==> config.mk <==
export PLATFORM = sky130hd
export DESIGN_NAME = x64_instruction_encoder_unit
export DESIGN_NICKNAME = d
export VERILOG_FILES = /design/src/hw/rtl/x64e_pkg.sv /design/src/hw/rtl/x64_instruction_encoder_unit.sv /design/src/hw/rtl/x64e_front.sv /design/src/hw/rtl/x64e_queue.sv /design/src/hw/rtl/x64e_back.sv
export SDC_FILE = /design/constraint.sdc
export NUM_CORES = 1
export LEC_CHECK = 0
export BUFFER_PORTS_ARGS = -buffer_cell sky130_fd_sc_hd__buf_2
export CAP_MARGIN = 10
export CORE_MARGIN = 4
export CORE_UTILIZATION = 35
export DETAILED_ROUTE_END_ITERATION = 12
export HOLD_SLACK_MARGIN = 0.08
export PLACE_DENSITY = 0.6
export SYNTH_ARGS = -nofsm -noshare
export SYNTH_HDL_FRONTEND = slang
export SYNTH_SLANG_ARGS = --single-unit
==> constraint.sdc <==
create_clock -name clk -period 11.8 [get_ports clk]
set_input_delay 0 -clock clk [delete_from_list [all_inputs] [get_ports clk]]
set_output_delay 0 -clock clk [all_outputs]
set_load 0.01 [all_outputs]
==> src/hw/rtl/x64e_pkg.sv <==
`timescale 1ns / 1ps
`default_nettype none
// ----------------------------------------------------------------------------
// x64e_pkg
// Types, form codes and opcode constants shared by the x86-64 encoder.
// ----------------------------------------------------------------------------
package x64e_pkg;

  localparam int MaxCode    = 10;
  localparam int IdxW       = $clog2(MaxCode);
  localparam int QueueDepth = 2;

  typedef enum logic [4:0] {
    FORM_PUSH_REG   = 5'd0,
    FORM_PUSH_IMM   = 5'd1,
    FORM_PUSH_MEM   = 5'd2,
    FORM_POP_REG    = 5'd3,
    FORM_POP_MEM    = 5'd4,
    FORM_SUB_IMM    = 5'd5,
    FORM_SUB_REG    = 5'd6,
    FORM_ADD_IMM    = 5'd7,
    FORM_ADD_REG    = 5'd8,
    FORM_IDIV       = 5'd9,
    FORM_IMUL       = 5'd10,
    FORM_MOV_REG    = 5'd11,
    FORM_MOV_MEM    = 5'd12,
    FORM_MOV_IMM64  = 5'd13,
    FORM_JMP        = 5'd14,
    FORM_JZ         = 5'd15,
    FORM_CALL       = 5'd16,
    FORM_XOR        = 5'd17,
    FORM_TEST       = 5'd18,
    FORM_CMP        = 5'd19,
    FORM_SETCC      = 5'd20,
    FORM_CVTSD2SI   = 5'd21,
    FORM_CVTSI2SD   = 5'd22,
    FORM_SQRTSD     = 5'd23,
    FORM_RET        = 5'd24,
    FORM_CQO        = 5'd25,
    FORM_SYSCALL    = 5'd26
  } form_t;

  // Opcode and prefix bytes.
  localparam logic [7:0] OP_REX      = 8'h40;
  localparam logic [7:0] OP_REX_B    = 8'h41;
  localparam logic [7:0] OP_REX_W    = 8'h48;
  localparam logic [7:0] OP_PUSH_R   = 8'h50;
  localparam logic [7:0] OP_POP_R    = 8'h58;
  localparam logic [7:0] OP_PUSH_I   = 8'h68;
  localparam logic [7:0] OP_GRP5     = 8'hFF;
  localparam logic [7:0] OP_POP_M    = 8'h8F;
  localparam logic [7:0] OP_GRP1     = 8'h81;
  localparam logic [7:0] OP_SUB      = 8'h29;
  localparam logic [7:0] OP_ADD      = 8'h01;
  localparam logic [7:0] OP_GRP3     = 8'hF7;
  localparam logic [7:0] OP_MOV      = 8'h89;
  localparam logic [7:0] OP_MOV_I    = 8'hB8;
  localparam logic [7:0] OP_JMP      = 8'hE9;
  localparam logic [7:0] OP_ESC      = 8'h0F;
  localparam logic [7:0] OP_JZ       = 8'h84;
  localparam logic [7:0] OP_CALL     = 8'hE8;
  localparam logic [7:0] OP_XOR      = 8'h31;
  localparam logic [7:0] OP_TEST     = 8'h85;
  localparam logic [7:0] OP_CMP      = 8'h39;
  localparam logic [7:0] OP_SD       = 8'hF2;
  localparam logic [7:0] OP_CVTSD2SI = 8'h2D;
  localparam logic [7:0] OP_CVTSI2SD = 8'h2A;
  localparam logic [7:0] OP_SQRTSD   = 8'h51;
  localparam logic [7:0] OP_RET      = 8'hC3;
  localparam logic [7:0] OP_CQO      = 8'h99;
  localparam logic [7:0] OP_SYSCALL  = 8'h05;
  localparam logic [7:0] SIB_RSP     = 8'h24;

  typedef struct packed {
    logic [4:0]         req_type;
    logic [3:0]         reg_a;
    logic [3:0]         reg_b;
    logic [2:0]         cond;
    logic signed [63:0] imm;
  } req_t;

  typedef struct packed {
    logic [7:0] code_byte;
    logic       last;
    logic [3:0] length;
  } rsp_t;

  // One encoded instruction: bytes in emission order, index 0 first.
  typedef struct packed {
    logic [MaxCode-1:0][7:0] bytes;
    logic [3:0]              len;
  } plan_t;

  function automatic logic [7:0] setcc_opcode(input logic [2:0] c);
    logic [7:0] op;
    case (c)
      3'd0:    op = 8'h9F;
      3'd1:    op = 8'h9C;
      3'd2:    op = 8'h9D;
      3'd3:    op = 8'h9E;
      3'd4:    op = 8'h94;
      3'd5:    op = 8'h95;
      3'd6:    op = 8'h94;
      default: op = 8'h95;
    endcase
    return op;
  endfunction

endpackage
`default_nettype wire

==> src/hw/rtl/x64_instruction_encoder_unit.sv <==
`timescale 1ns / 1ps
`default_nettype none
// ----------------------------------------------------------------------------
// x64_instruction_encoder_unit
// Encodes x86-64 instruction requests into a stream of machine code bytes.
// ----------------------------------------------------------------------------
// Usage: requests enter as queue pushes (in_push, in_full, in_data). Each
// request yields its machine code as one beat per byte on the result side
// (out_empty, out_pop, out_data), oldest first; every beat carries the total
// instruction length and the final beat of an instruction has last set.
// Forms outside the defined set produce no beats at all.
// A request is written into the queue, loaded from there into the byte walker,
// and its first byte then moves into the output register on the result ports.
// Throughput: one byte per cycle while the receiver keeps popping; a request
// yields 1 to 10 bytes. The front encodes a whole request combinationally
// and accepts one request per cycle while the queue of QDEPTH encoded
// instructions has room.
// Reset (synchronous, rst_n low) empties the queue and the output register.
// When the receiver holds off pop, the current beat stays on the ports, the
// walker pauses, and the queue fills until in_full rises.
// ----------------------------------------------------------------------------
module x64_instruction_encoder_unit
  import x64e_pkg::*;
#(
  parameter int QDEPTH = QueueDepth
) (
  input  logic clk,
  input  logic rst_n,
  input  logic in_push,
  output logic in_full,
  input  req_t in_data,
  output logic out_empty,
  input  logic out_pop,
  output rsp_t out_data
);

  plan_t f_plan;
  logic  f_ok;
  plan_t q_data;
  logic  q_empty;
  logic  q_pop;
  logic  q_full;

  x64e_front u_front (
    .req     (in_data),
    .plan    (f_plan),
    .plan_ok (f_ok)
  );

  x64e_queue #(
    .DEPTH (QDEPTH)
  ) u_queue (
    .clk     (clk),
    .rst_n   (rst_n),
    .wr_en   (in_push && f_ok),
    .wr_data (f_plan),
    .full    (q_full),
    .rd_en   (q_pop),
    .rd_data (q_data),
    .empty   (q_empty)
  );

  assign in_full = q_full;

  x64e_back u_back (
    .clk       (clk),
    .rst_n     (rst_n),
    .q_empty   (q_empty),
    .q_data    (q_data),
    .q_pop     (q_pop),
    .out_empty (out_empty),
    .out_pop   (out_pop),
    .out_data  (out_data)
  );

endmodule
`default_nettype wire

==> src/hw/rtl/x64e_front.sv <==
`timescale 1ns / 1ps
`default_nettype none
// ----------------------------------------------------------------------------
// x64e_front
// Classifies a request and builds its complete byte sequence and length.
// ----------------------------------------------------------------------------
module x64e_front
  import x64e_pkg::*;
(
  input  req_t  req,
  output plan_t plan,
  output logic  plan_ok
);

  typedef struct packed {
    logic [5:0][7:0] b;
    logic [3:0]      n;
  } tail_t;

  function automatic logic [7:0] modrm(input logic [1:0] md, input logic [2:0] rg,
                                       input logic [2:0] rm);
    return {md, rg, rm};
  endfunction

  // ModRM with 32-bit displacement, plus a SIB byte when the base is rsp or r12.
  function automatic tail_t mem_tail(input logic [2:0] field, input logic [3:0] base,
                                     input logic [31:0] disp);
    tail_t t;
    t.b[0] = modrm(2'b10, field, base[2:0]);
    if (base[2:0] == 3'd4) begin
      t.b[1] = SIB_RSP;
      for (int j = 0; j < 4; j++) t.b[2+j] = disp[8*j +: 8];
      t.n = 4'd6;
    end else begin
      for (int j = 0; j < 4; j++) t.b[1+j] = disp[8*j +: 8];
      t.b[5] = 8'h00;
      t.n = 4'd5;
    end
    return t;
  endfunction

  logic [MaxCode-1:0][7:0] body;
  logic [3:0]              blen;
  logic                    pfx_en;
  logic [7:0]              pfx;
  tail_t                   tail;
  logic [3:0]              a;
  logic [3:0]              b;
  logic [7:0]              rex_rr;
  logic [7:0]              rex_r;

  assign a      = req.reg_a;
  assign b      = req.reg_b;
  assign rex_rr = {4'b0100, 1'b1, b[3], 1'b0, a[3]};
  assign rex_r  = {4'b0100, 1'b1, 1'b0, 1'b0, a[3]};

  always_comb begin
    body   = '0;
    blen   = 4'd0;
    pfx_en = 1'b0;
    pfx    = OP_REX_B;
    tail   = mem_tail((req.req_type == FORM_MOV_MEM) ? b[2:0] :
                      (req.req_type == FORM_PUSH_MEM) ? 3'd6 : 3'd0,
                      a, req.imm[31:0]);
    case (req.req_type)
      FORM_PUSH_REG, FORM_POP_REG: begin
        pfx_en  = a[3];
        body[0] = ((req.req_type == FORM_PUSH_REG) ? OP_PUSH_R : OP_POP_R)
                  + {5'd0, a[2:0]};
        blen    = 4'd1;
      end
      FORM_PUSH_MEM, FORM_POP_MEM: begin
        pfx_en  = a[3];
        body[0] = (req.req_type == FORM_PUSH_MEM) ? OP_GRP5 : OP_POP_M;
        for (int j = 0; j < 6; j++) body[1+j] = tail.b[j];
        blen    = tail.n + 4'd1;
      end
      FORM_MOV_MEM: begin
        pfx_en  = 1'b1;
        pfx     = rex_rr;
        body[0] = OP_MOV;
        for (int j = 0; j < 6; j++) body[1+j] = tail.b[j];
        blen    = tail.n + 4'd1;
      end
      FORM_PUSH_IMM, FORM_JMP, FORM_CALL: begin
        body[0] = (req.req_type == FORM_PUSH_IMM) ? OP_PUSH_I :
                  (req.req_type == FORM_JMP) ? OP_JMP : OP_CALL;
        for (int j = 0; j < 4; j++) body[1+j] = req.imm[8*j +: 8];
        blen    = 4'd5;
      end
      FORM_JZ: begin
        body[0] = OP_ESC;
        body[1] = OP_JZ;
        for (int j = 0; j < 4; j++) body[2+j] = req.imm[8*j +: 8];
        blen    = 4'd6;
      end
      FORM_SUB_IMM, FORM_ADD_IMM: begin
        pfx_en  = 1'b1;
        pfx     = rex_r;
        body[0] = OP_GRP1;
        body[1] = modrm(2'b11, (req.req_type == FORM_SUB_IMM) ? 3'd5 : 3'd0, a[2:0]);
        for (int j = 0; j < 4; j++) body[2+j] = req.imm[8*j +: 8];
        blen    = 4'd6;
      end
      FORM_IDIV, FORM_IMUL: begin
        pfx_en  = 1'b1;
        pfx     = rex_r;
        body[0] = OP_GRP3;
        body[1] = modrm(2'b11, (req.req_type == FORM_IDIV) ? 3'd7 : 3'd5, a[2:0]);
        blen    = 4'd2;
      end
      FORM_SUB_REG, FORM_ADD_REG, FORM_MOV_REG, FORM_XOR, FORM_TEST, FORM_CMP: begin
        pfx_en  = 1'b1;
        pfx     = rex_rr;
        case (req.req_type)
          FORM_SUB_REG: body[0] = OP_SUB;
          FORM_ADD_REG: body[0] = OP_ADD;
          FORM_MOV_REG: body[0] = OP_MOV;
          FORM_XOR:     body[0] = OP_XOR;
          FORM_TEST:    body[0] = OP_TEST;
          default:      body[0] = OP_CMP;
        endcase
        body[1] = modrm(2'b11, b[2:0], a[2:0]);
        blen    = 4'd2;
      end
      FORM_MOV_IMM64: begin
        pfx_en  = 1'b1;
        pfx     = rex_r;
        body[0] = OP_MOV_I + {5'd0, a[2:0]};
        for (int j = 0; j < 8; j++) body[1+j] = req.imm[8*j +: 8];
        blen    = 4'd9;
      end
      FORM_SETCC: begin
        // Byte registers 4 to 7 need a bare REX to mean spl, bpl, sil, dil.
        pfx_en  = a[2];
        pfx     = OP_REX;
        body[0] = OP_ESC;
        body[1] = setcc_opcode(req.cond);
        body[2] = modrm(2'b11, 3'd0, a[2:0]);
        blen    = 4'd3;
      end
      FORM_CVTSD2SI, FORM_CVTSI2SD: begin
        body[0] = OP_SD;
        body[1] = OP_REX_W;
        body[2] = OP_ESC;
        body[3] = (req.req_type == FORM_CVTSD2SI) ? OP_CVTSD2SI : OP_CVTSI2SD;
        body[4] = modrm(2'b11, a[2:0], b[2:0]);
        blen    = 4'd5;
      end
      FORM_SQRTSD: begin
        // The REX byte, when needed, sits between the F2 prefix and the escape.
        body[0] = OP_SD;
        if (a[3] || b[3]) begin
          body[1] = {4'b0100, 1'b0, a[3], 1'b0, b[3]};
          body[2] = OP_ESC;
          body[3] = OP_SQRTSD;
          body[4] = modrm(2'b11, a[2:0], b[2:0]);
          blen    = 4'd5;
        end else begin
          body[1] = OP_ESC;
          body[2] = OP_SQRTSD;
          body[3] = modrm(2'b11, a[2:0], b[2:0]);
          blen    = 4'd4;
        end
      end
      FORM_RET: begin
        body[0] = OP_RET;
        blen    = 4'd1;
      end
      FORM_CQO: begin
        body[0] = OP_REX_W;
        body[1] = OP_CQO;
        blen    = 4'd2;
      end
      FORM_SYSCALL: begin
        body[0] = OP_ESC;
        body[1] = OP_SYSCALL;
        blen    = 4'd2;
      end
      default: begin
        blen = 4'd0;
      end
    endcase
  end

  always_comb begin
    plan.bytes[0] = pfx_en ? pfx : body[0];
    for (int i = 1; i < MaxCode; i++) begin
      plan.bytes[i] = pfx_en ? body[i-1] : body[i];
    end
    plan.len = blen + {3'd0, pfx_en};
  end

  // Unknown forms encode to nothing; plan_ok low keeps them out of the queue.
  assign plan_ok = (blen != 4'd0);

endmodule
`default_nettype wire

==> src/hw/rtl/x64e_queue.sv <==
`timescale 1ns / 1ps
`default_nettype none
// ----------------------------------------------------------------------------
// x64e_queue
// Short register queue of encoded instructions between front and back.
// ----------------------------------------------------------------------------
module x64e_queue
  import x64e_pkg::*;
#(
  parameter int DEPTH = QueueDepth
) (
  input  logic  clk,
  input  logic  rst_n,
  input  logic  wr_en,
  input  plan_t wr_data,
  output logic  full,
  input  logic  rd_en,
  output plan_t rd_data,
  output logic  empty
);

  localparam int PtrW = (DEPTH > 1) ? $clog2(DEPTH) : 1;
  localparam int CntW = $clog2(DEPTH + 1);
  localparam logic [PtrW-1:0] LastPtr = PtrW'(DEPTH - 1);

  plan_t            mem_r [DEPTH];
  logic [PtrW-1:0]  wptr_r, wptr_nxt;
  logic [PtrW-1:0]  rptr_r, rptr_nxt;
  logic [CntW-1:0]  cnt_r, cnt_nxt;
  logic             do_wr, do_rd;

  assign full    = (cnt_r == CntW'(DEPTH));
  assign empty   = (cnt_r == '0);
  assign do_wr   = wr_en && !full;
  assign do_rd   = rd_en && !empty;
  assign rd_data = mem_r[rptr_r];

  always_comb begin
    wptr_nxt = wptr_r;
    rptr_nxt = rptr_r;
    cnt_nxt  = cnt_r;
    if (do_wr) begin
      wptr_nxt = (wptr_r == LastPtr) ? '0 : wptr_r + 1'b1;
    end
    if (do_rd) begin
      rptr_nxt = (rptr_r == LastPtr) ? '0 : rptr_r + 1'b1;
    end
    if (do_wr && !do_rd) begin
      cnt_nxt = cnt_r + 1'b1;
    end else if (do_rd && !do_wr) begin
      cnt_nxt = cnt_r - 1'b1;
    end
  end

  always_ff @(posedge clk) begin
    if (!rst_n) begin
      wptr_r <= '0;
      rptr_r <= '0;
      cnt_r  <= '0;
    end else begin
      wptr_r <= wptr_nxt;
      rptr_r <= rptr_nxt;
      cnt_r  <= cnt_nxt;
    end
  end

  always_ff @(posedge clk) begin
    if (do_wr) begin
      mem_r[wptr_r] <= wr_data;
    end
  end

endmodule
`default_nettype wire

==> src/hw/rtl/x64e_back.sv <==
`timescale 1ns / 1ps
`default_nettype none
// ----------------------------------------------------------------------------
// x64e_back
// Walks one encoded instruction and hands out one byte per beat.
// ----------------------------------------------------------------------------
module x64e_back
  import x64e_pkg::*;
(
  input  logic  clk,
  input  logic  rst_n,
  input  logic  q_empty,
  input  plan_t q_data,
  output logic  q_pop,
  output logic  out_empty,
  input  logic  out_pop,
  output rsp_t  out_data
);

  plan_t           cur_r, cur_nxt;
  logic [IdxW-1:0] idx_r, idx_nxt;
  logic            busy_r, busy_nxt;
  logic            oval_r, oval_nxt;
  rsp_t            odat_r, odat_nxt;
  logic            adv;
  logic            cur_last;
  logic            load;

  // While an instruction is loaded, a byte moves into the output register
  // whenever that register is free or being drained in the same cycle.
  assign adv      = busy_r && (!oval_r || out_pop);
  assign cur_last = (4'(idx_r) == (cur_r.len - 4'd1));
  assign load     = (!busy_r || (adv && cur_last)) && !q_empty;
  assign q_pop    = load;

  always_comb begin
    cur_nxt  = cur_r;
    idx_nxt  = idx_r;
    busy_nxt = busy_r;
    oval_nxt = oval_r;
    odat_nxt = odat_r;
    if (adv) begin
      odat_nxt.code_byte = cur_r.bytes[idx_r];
      odat_nxt.last      = cur_last;
      odat_nxt.length    = cur_r.len;
      oval_nxt           = 1'b1;
      idx_nxt            = idx_r + 1'b1;
      if (cur_last) begin
        busy_nxt = 1'b0;
      end
    end else if (out_pop) begin
      oval_nxt = 1'b0;
    end
    if (load) begin
      cur_nxt  = q_data;
      idx_nxt  = '0;
      busy_nxt = 1'b1;
    end
  end

  always_ff @(posedge clk) begin
    if (!rst_n) begin
      busy_r <= 1'b0;
      oval_r <= 1'b0;
    end else begin
      busy_r <= busy_nxt;
      oval_r <= oval_nxt;
    end
  end

  always_ff @(posedge clk) begin
    cur_r  <= cur_nxt;
    idx_r  <= idx_nxt;
    odat_r <= odat_nxt;
  end

  assign out_empty = !oval_r;
  assign out_data  = odat_r;

endmodule
`default_nettype wire

* Yosys cells after proc, flatten, opt, wreduce, memory -nomap -nowiden
Memories as Yosys holds them, arrays and structs flattened. A register that Yosys moved wholly into a read port is not among the register bits.
Cells that the tools add are included.
** Storage, ports and cells
- Memories :: 1
- Output and inout port bits :: 15
- Input port bits :: 84
- Word-level logic and storage cells :: 150
- Flip-flop bits (word level) :: 23
- RAM bits :: 168
** Memory list
- u_queue.mem_r :: words 2, width 84, read ports 1, clocked after memory_dff 1, write ports 1, RTL line x64e_queue.sv:26 : plan_t mem_r [DEPTH];
** Operators by class
- Add/subtract/negate cells :: 10
- Reductions and logical operators :: 46
- Order comparisons :: 1
- Eq/ne operators :: 34
- Muxes and demuxes :: 49
** Operator list (number)
- $mux 8 :: 13
- $pmux 8 s12 :: 1
- $pmux 8 s11 :: 1
- $pmux 16 s5 :: 1
- $eq 5x5->1 const B :: 11
- $pmux 8 s6 :: 1
- $eq 5x4->1 const B :: 8
- $mux 40 :: 1
- $pmux 8 s5 :: 1
- $bmux 8 s4 :: 1
- $pmux 4 s8 :: 1
- $mux 24 :: 1
- $pmux 8 s3 :: 1
- $eq 5x3->1 const B :: 4
- $pmux 4 s5 :: 1
- $reduce_or 3->1 :: 6
- $mux 16 :: 1
- $pmux 8 s2 :: 1
- $mux 3 :: 4
- $pmux 4 s3 :: 1
- $reduce_or 12->1 :: 1
- $reduce_or 2->1 :: 6
- $mux 1 :: 11
- $eq 5x2->1 const B :: 2
- other kinds (34) :: 60

* Longest topological paths before layout
- Word-level depth :: 11
- Mapped depth :: 13
- Mapped depth without buffers :: 10

* Cells and area by module
A second synthesis with hierarchy kept.
** Second synthesis, totals
- Cell total of the unflattened synthesis :: 927
- Area, all modules :: 13101.3 µm²
** Modules (own cells, without submodules)
- x64e_queue :: cells each 286, area each 6309.8 µm², sequential area each 5144.9 µm², times used 1
- x64e_back :: cells each 188, area each 3915.0 µm², sequential area each 3032.9 µm², times used 1
- x64e_front :: cells each 452, area each 2870.3 µm², sequential area each 0.0 µm², times used 1
- x64_instruction_encoder_unit :: cells each 1, area each 6.3 µm², sequential area each 0.0 µm², times used 1

* Least setup slack after synthesis
Ideal clock, no wire load.
- Kind :: register to register
- Start :: register, netlist name u_back.cur_r[0]
- End :: register u_queue.cnt_r[1]
- Path slack :: 6.038 ns
- Setup time :: 0.076 ns
- Arrival :: 5.687 ns
- Period minus slack after synthesis :: 5.762 ns
- Buffers on the path :: 0
- Cell stages (with the launch flop) :: 10
- Path through :: edfxtp_1 -> inv_1 -> ha_1 -> xor2_1 -> o2111ai_1 -> o32ai_2 -> inv_1 -> ha_1 -> or3_1 -> a21boi_0
** On the way
- Longest elaborated chain between the ends :: 9
- Elaborated cells between the ends (all ways) :: 11
- Classes of those cells :: add/sub: 1; eq/ne: 1; mux: 1; reduce/logical: 8
** Ends and longest elaborated chain
- $sub 4x1->4 (*) :: RTL line x64e_back.sv:32 : assign cur_last = (4'(idx_r) == (cur_r.len - 4'd1));
- $eq 4x4->1 (*) :: RTL line x64e_back.sv:32
- $logic_and 1x1->1 (*) :: RTL line x64e_back.sv:33 : assign load = (!busy_r || (adv && cur_last)) && !q_empty;
- $logic_or 1x1->1 (*) :: RTL line x64e_back.sv:33
- $logic_and 1x1->1 (*) :: RTL line x64e_back.sv:33
- via q_pop :: RTL line x64_instruction_encoder_unit.sv:41 : logic q_pop;
- $logic_and 1x1->1 (*) :: RTL line x64e_queue.sv:35 : assign do_rd = rd_en && !empty;
- $logic_not 1->1 :: RTL line x64e_queue.sv:48 : if (do_wr && !do_rd) begin
- $logic_and 1x1->1 :: RTL line x64e_queue.sv:48
- $mux 2 / $reduce_bool 2->1 (equally long branches)
- end signal: assignment :: RTL line x64e_queue.sv:63 : cnt_r <= cnt_nxt;
- end: declaration :: RTL line x64e_queue.sv:29 : logic [CntW-1:0] cnt_r, cnt_nxt;
The timed path passes the listed nets; every way through them passes the cells marked *.
A chain may end at the register's enable or synchronous reset.

==> results.md <==
- Netlist cell types: 79
- Global-route wire length before repair: 52810 µm
- GRT Total Usage: 0.1657
- Worst path depth: 8
- Root buffer cell: clkbuf_16
- Maxcap violations: 0
- Xor/xnor share of the synthesized area: 0.01065
- Crit path DAT: 3.67 ns
- CP Max Fanout: 47
- R2R depth: 4
- Buffers & Inverters on Critical Path: 3
- Synth cell count leaders: edfxtp_1 (265), mux2_2 (85), a21oi_1 (66)
- Vias: 8745
- Die height: 201.9 µm
- P_int: 0.002274 W
- Total gr overflow: 0
- Fin nets: 1177
- Largest net degree at the start of global routing: 90
- Area grow syn2layout: 18.76%
- Final Util: 0.4240
- R2r startpoint: u_back.idx_r[0]
- Initial DRC Count: 926
- Slew @ Worst Pin: 1.141 ns
- Final hold vios: 0
- Core area: 0.03687 mm²
- CP delay by family, top: buffers and inverters
- Largest family of logic cells by synthesized area: compound AO/OA/AOI/OAI gates
- Synth top area share: 0.6045
- Crit path kind: input pin to flip-flop
- Final GP Congestion: 0.8829
- Residual DRC: 0
- Clk_skew: 0.009395 ns
- IO Count: 99
- Drt total wl: 34940 µm
- Crit path cell chain: buf_2 > nand2_1 > nor3_1 > a21o_1 > a221oi_1 > dlygate4sd3_1 > a22oi_1 > dlygate4sd3_1
- RSZ-0062 raised after global routing: false
- Pwr dens: 205.5 mW/mm²
- Synth Area in Simple Gates: 0.07556
- Adder-cell share of the synthesized area: 0.004752
- Initial antenna violation count: 0
- Yosys warns: 0
- TritonCTS clock tree: done
- Drt via density: 5.418
- CP peak stage delay: 0.83 ns
- Ys flop type: edfxtp_1
- Hold Path Class: input pin to flip-flop
- Routed wire per std cell: 21.65 µm
- CTS H-tree depth: 1
- Final period util: 0.2785
- Clock-pin slew on the worst setup and hold paths: 0.06 ns
- Most area-hungry cell type in the Yosys netlist: edfxtp_1
- Max frequency: 304.3 MHz
- Die X: 201.9 µm
- Crit-path slowest cell: a21o_1
- EDFF count, synth: 265
- Final worst path period need: 3.286 ns
- Final HPWL DP: 23360 µm
- Seq cells post-synth: 275
- Starting density of the core: 0.3570
- Mapped cell area: 0.01316 mm²
- Startpoint types: input pin
- Reg power frac: 0.483
- Syn avg cell area: 13.86 µm²
- Cell with the most instances after synthesis: edfxtp_1
- Drt pass-1 iters: 6
- ANT cells: 0
- Fillers: 3406
- VDD IR-drop max: 0.1800 mV
- TritonCTS sink count: 275
- Critical Path Start: in_data[77]
- Largest cells by area after synthesis: edfxtp_1 (60%), mux2_2 (7.3%), mux4_2 (2.7%)
- Logic pwr share: 0.249
- Worst Setup EP: u_queue.mem_r[1][34]
- Remaining antenna violation count: 0
- Status: completed
- Worst Setup End Kind: flip-flop
- Min-delay src: in_data[17]
- Clock Power Share: 0.268
- Core Rows: 70
- Number of global-route vias before repair: 8560
- Total die area: 0.04078 mm²
- Compound-Gate Fraction of Synth Area: 0.1322
- Net switching power: 0.0009391 W
- # port buffers: 98
- Asr flop ratio synth: 0
- Net Count, Synth: 1039
- Slew Viols, Final: 0
- Final setup viols: 0
- Most common cell on crit path: dlygate4sd3_1
- Mapped Cells: 950
- Mux contribution to synthesized area: 0.1221
- Worst Path Required: 12.18 ns
- Later-pin clock latency in the skew report: 0.52 ns
- Reg2Reg Setup Slack: 8.72 ns
- Total CTS buffers: 29
- Register area share after synthesis: 0.6197
- Slew margin rel.: 0.2392
- Switching Fraction: 0.2923
- FF-to-FF End: u_back.cur_r[65]
- Setup TNS: 0 ns
- Layout cells sized above 1: 0.2550
- Static leakage: 5.412 nW
- Clock Path Buffers: 3
[kinds of logic (layout without fill, tap and decap cells)]
logic type,after synthesis,count (layout)
flip-flops,275,275
AO/OA/AOI/OAI,242,242
adder cells (fa/ha/maj),5,5
buffers and inverters,91,251
XOR/XNOR,16,16
AND/OR/NAND/NOR,191,191
multiplexers,130,130
[stage by stage]
step	cells	hold WS [ns]	setup slack (ns)	total power [W]	instance area [µm²]
6_report	1614	0.08740	8.514	0.003213	15630
5_1_grt	1614	0.1112	8.319	0.003372	15630
4_1_cts	1614	0.08518	8.601	0.003251	15630
3_5_place_dp	1490	0.3129	8.397	0.002366	14010
3_3_place_gp	1490	0.3030	8.402	0.002355	14010
2_1_floorplan	950	0.1175	6.038	0.002100	13160
[worst min path at each step]
stage                     depth (start not counted)                    to  slack [ns]
after global placement                            2        u_queue.wptr_r        0.30
after CTS                                         3  u_queue.mem_r[1][53]        0.09
after detailed placement                          3         u_back.busy_r        0.31
after floorplan                                   1        u_queue.wptr_r        0.12
after global routing                              3  u_queue.mem_r[1][53]        0.11
final                                             3  u_queue.mem_r[0][53]        0.09
[metal layers]
layer | routed length [µm] | vias to the layer above | part of all wire | GRT usage
met5 | 0 | - | 0 | 0
met4 | 889 | 0 | 0.025 | 0.03760
met3 | 2571 | 55 | 0.074 | 0.02776
met2 | 15570 | 383 | 0.45 | 0.2499
met1 | 15910 | 4281 | 0.46 | 0.2514
li1 | - | 4026 | - | -
[worst min-delay path, delay by kind of cell]
kind,cells,cell delay [ns]
multiplexers,1,0.22
AO/OA/AOI/OAI,1,0.13
buffers and inverters,1,0.11
[layout by cell type, fill, tap and decap left out, types with 6 or more instances in the layout]
| master | instances |
|---|---|
| a21oi_1 | 66 |
| a221oi_1 | 18 |
| a222oi_1 | 10 |
| a22o_1 | 7 |
| a22oi_1 | 29 |
| a2bb2oi_1 | 7 |
| and2_1 | 23 |
| buf_2 | 98 |
| buf_4 | 12 |
| clkbuf_1 | 6 |
| clkbuf_16 | 29 |
| clkinv_1 | 6 |
| clkinv_2 | 6 |
| dfxtp_1 | 8 |
| dlygate4sd3_1 | 71 |
| edfxtp_1 | 265 |
| inv_1 | 16 |
| mux2_2 | 85 |
| mux2i_1 | 29 |
| mux4_2 | 16 |
| nand2_1 | 24 |
| nand2b_1 | 9 |
| nand3_1 | 16 |
| nor2_1 | 59 |
| nor2b_1 | 12 |
| nor3_1 | 8 |
| o21ai_0 | 38 |
| or2_2 | 8 |
| xnor2_1 | 7 |
| xor2_1 | 9 |
[area by class of cell]
cell class              count  area (µm²)  share of cell area
flip-flops and latches    275        8163              0.5221
multi-input cells         584        4577              0.2928
repair buffers            181        1291             0.08259
clock buffers              37       775.7             0.04962
well taps                 504       630.6             0.04034
clock inverters            16       132.6            0.008483
inverters                  17       63.81            0.004082
[state kept, by name, summed over array words and instances (netlist names)]
signal and flops:
u_back.busy_r 1, u_back.cur_r 84, u_back.idx_r 4, u_back.out_data 13, u_back.oval_r 1, u_queue.cnt_r 2
u_queue.mem_r 168, u_queue.rptr_r 1, u_queue.wptr_r 1
[repair_timing]
item / in CTS / in global routing
gates resized for setup: 0 / 0
endpoints found under the hold margin: 127 / 0
buffers inserted: 0 / 0
hold buffers: 71 / 0
setup endpoints to repair: 0 / 0
[power by group through the flow]
stage	clock network [W]	registers, W	logic [W]
finish	0.000860	0.00155	0.000801
global route	0.000922	0.00158	0.000871
CTS	0.000879	0.00156	0.000814
detailed placement	0	0.00158	0.000789
global placement	0	0.00157	0.000786
floorplan	0	0.00154	0.000556
(Power assumes the default switching activity.)
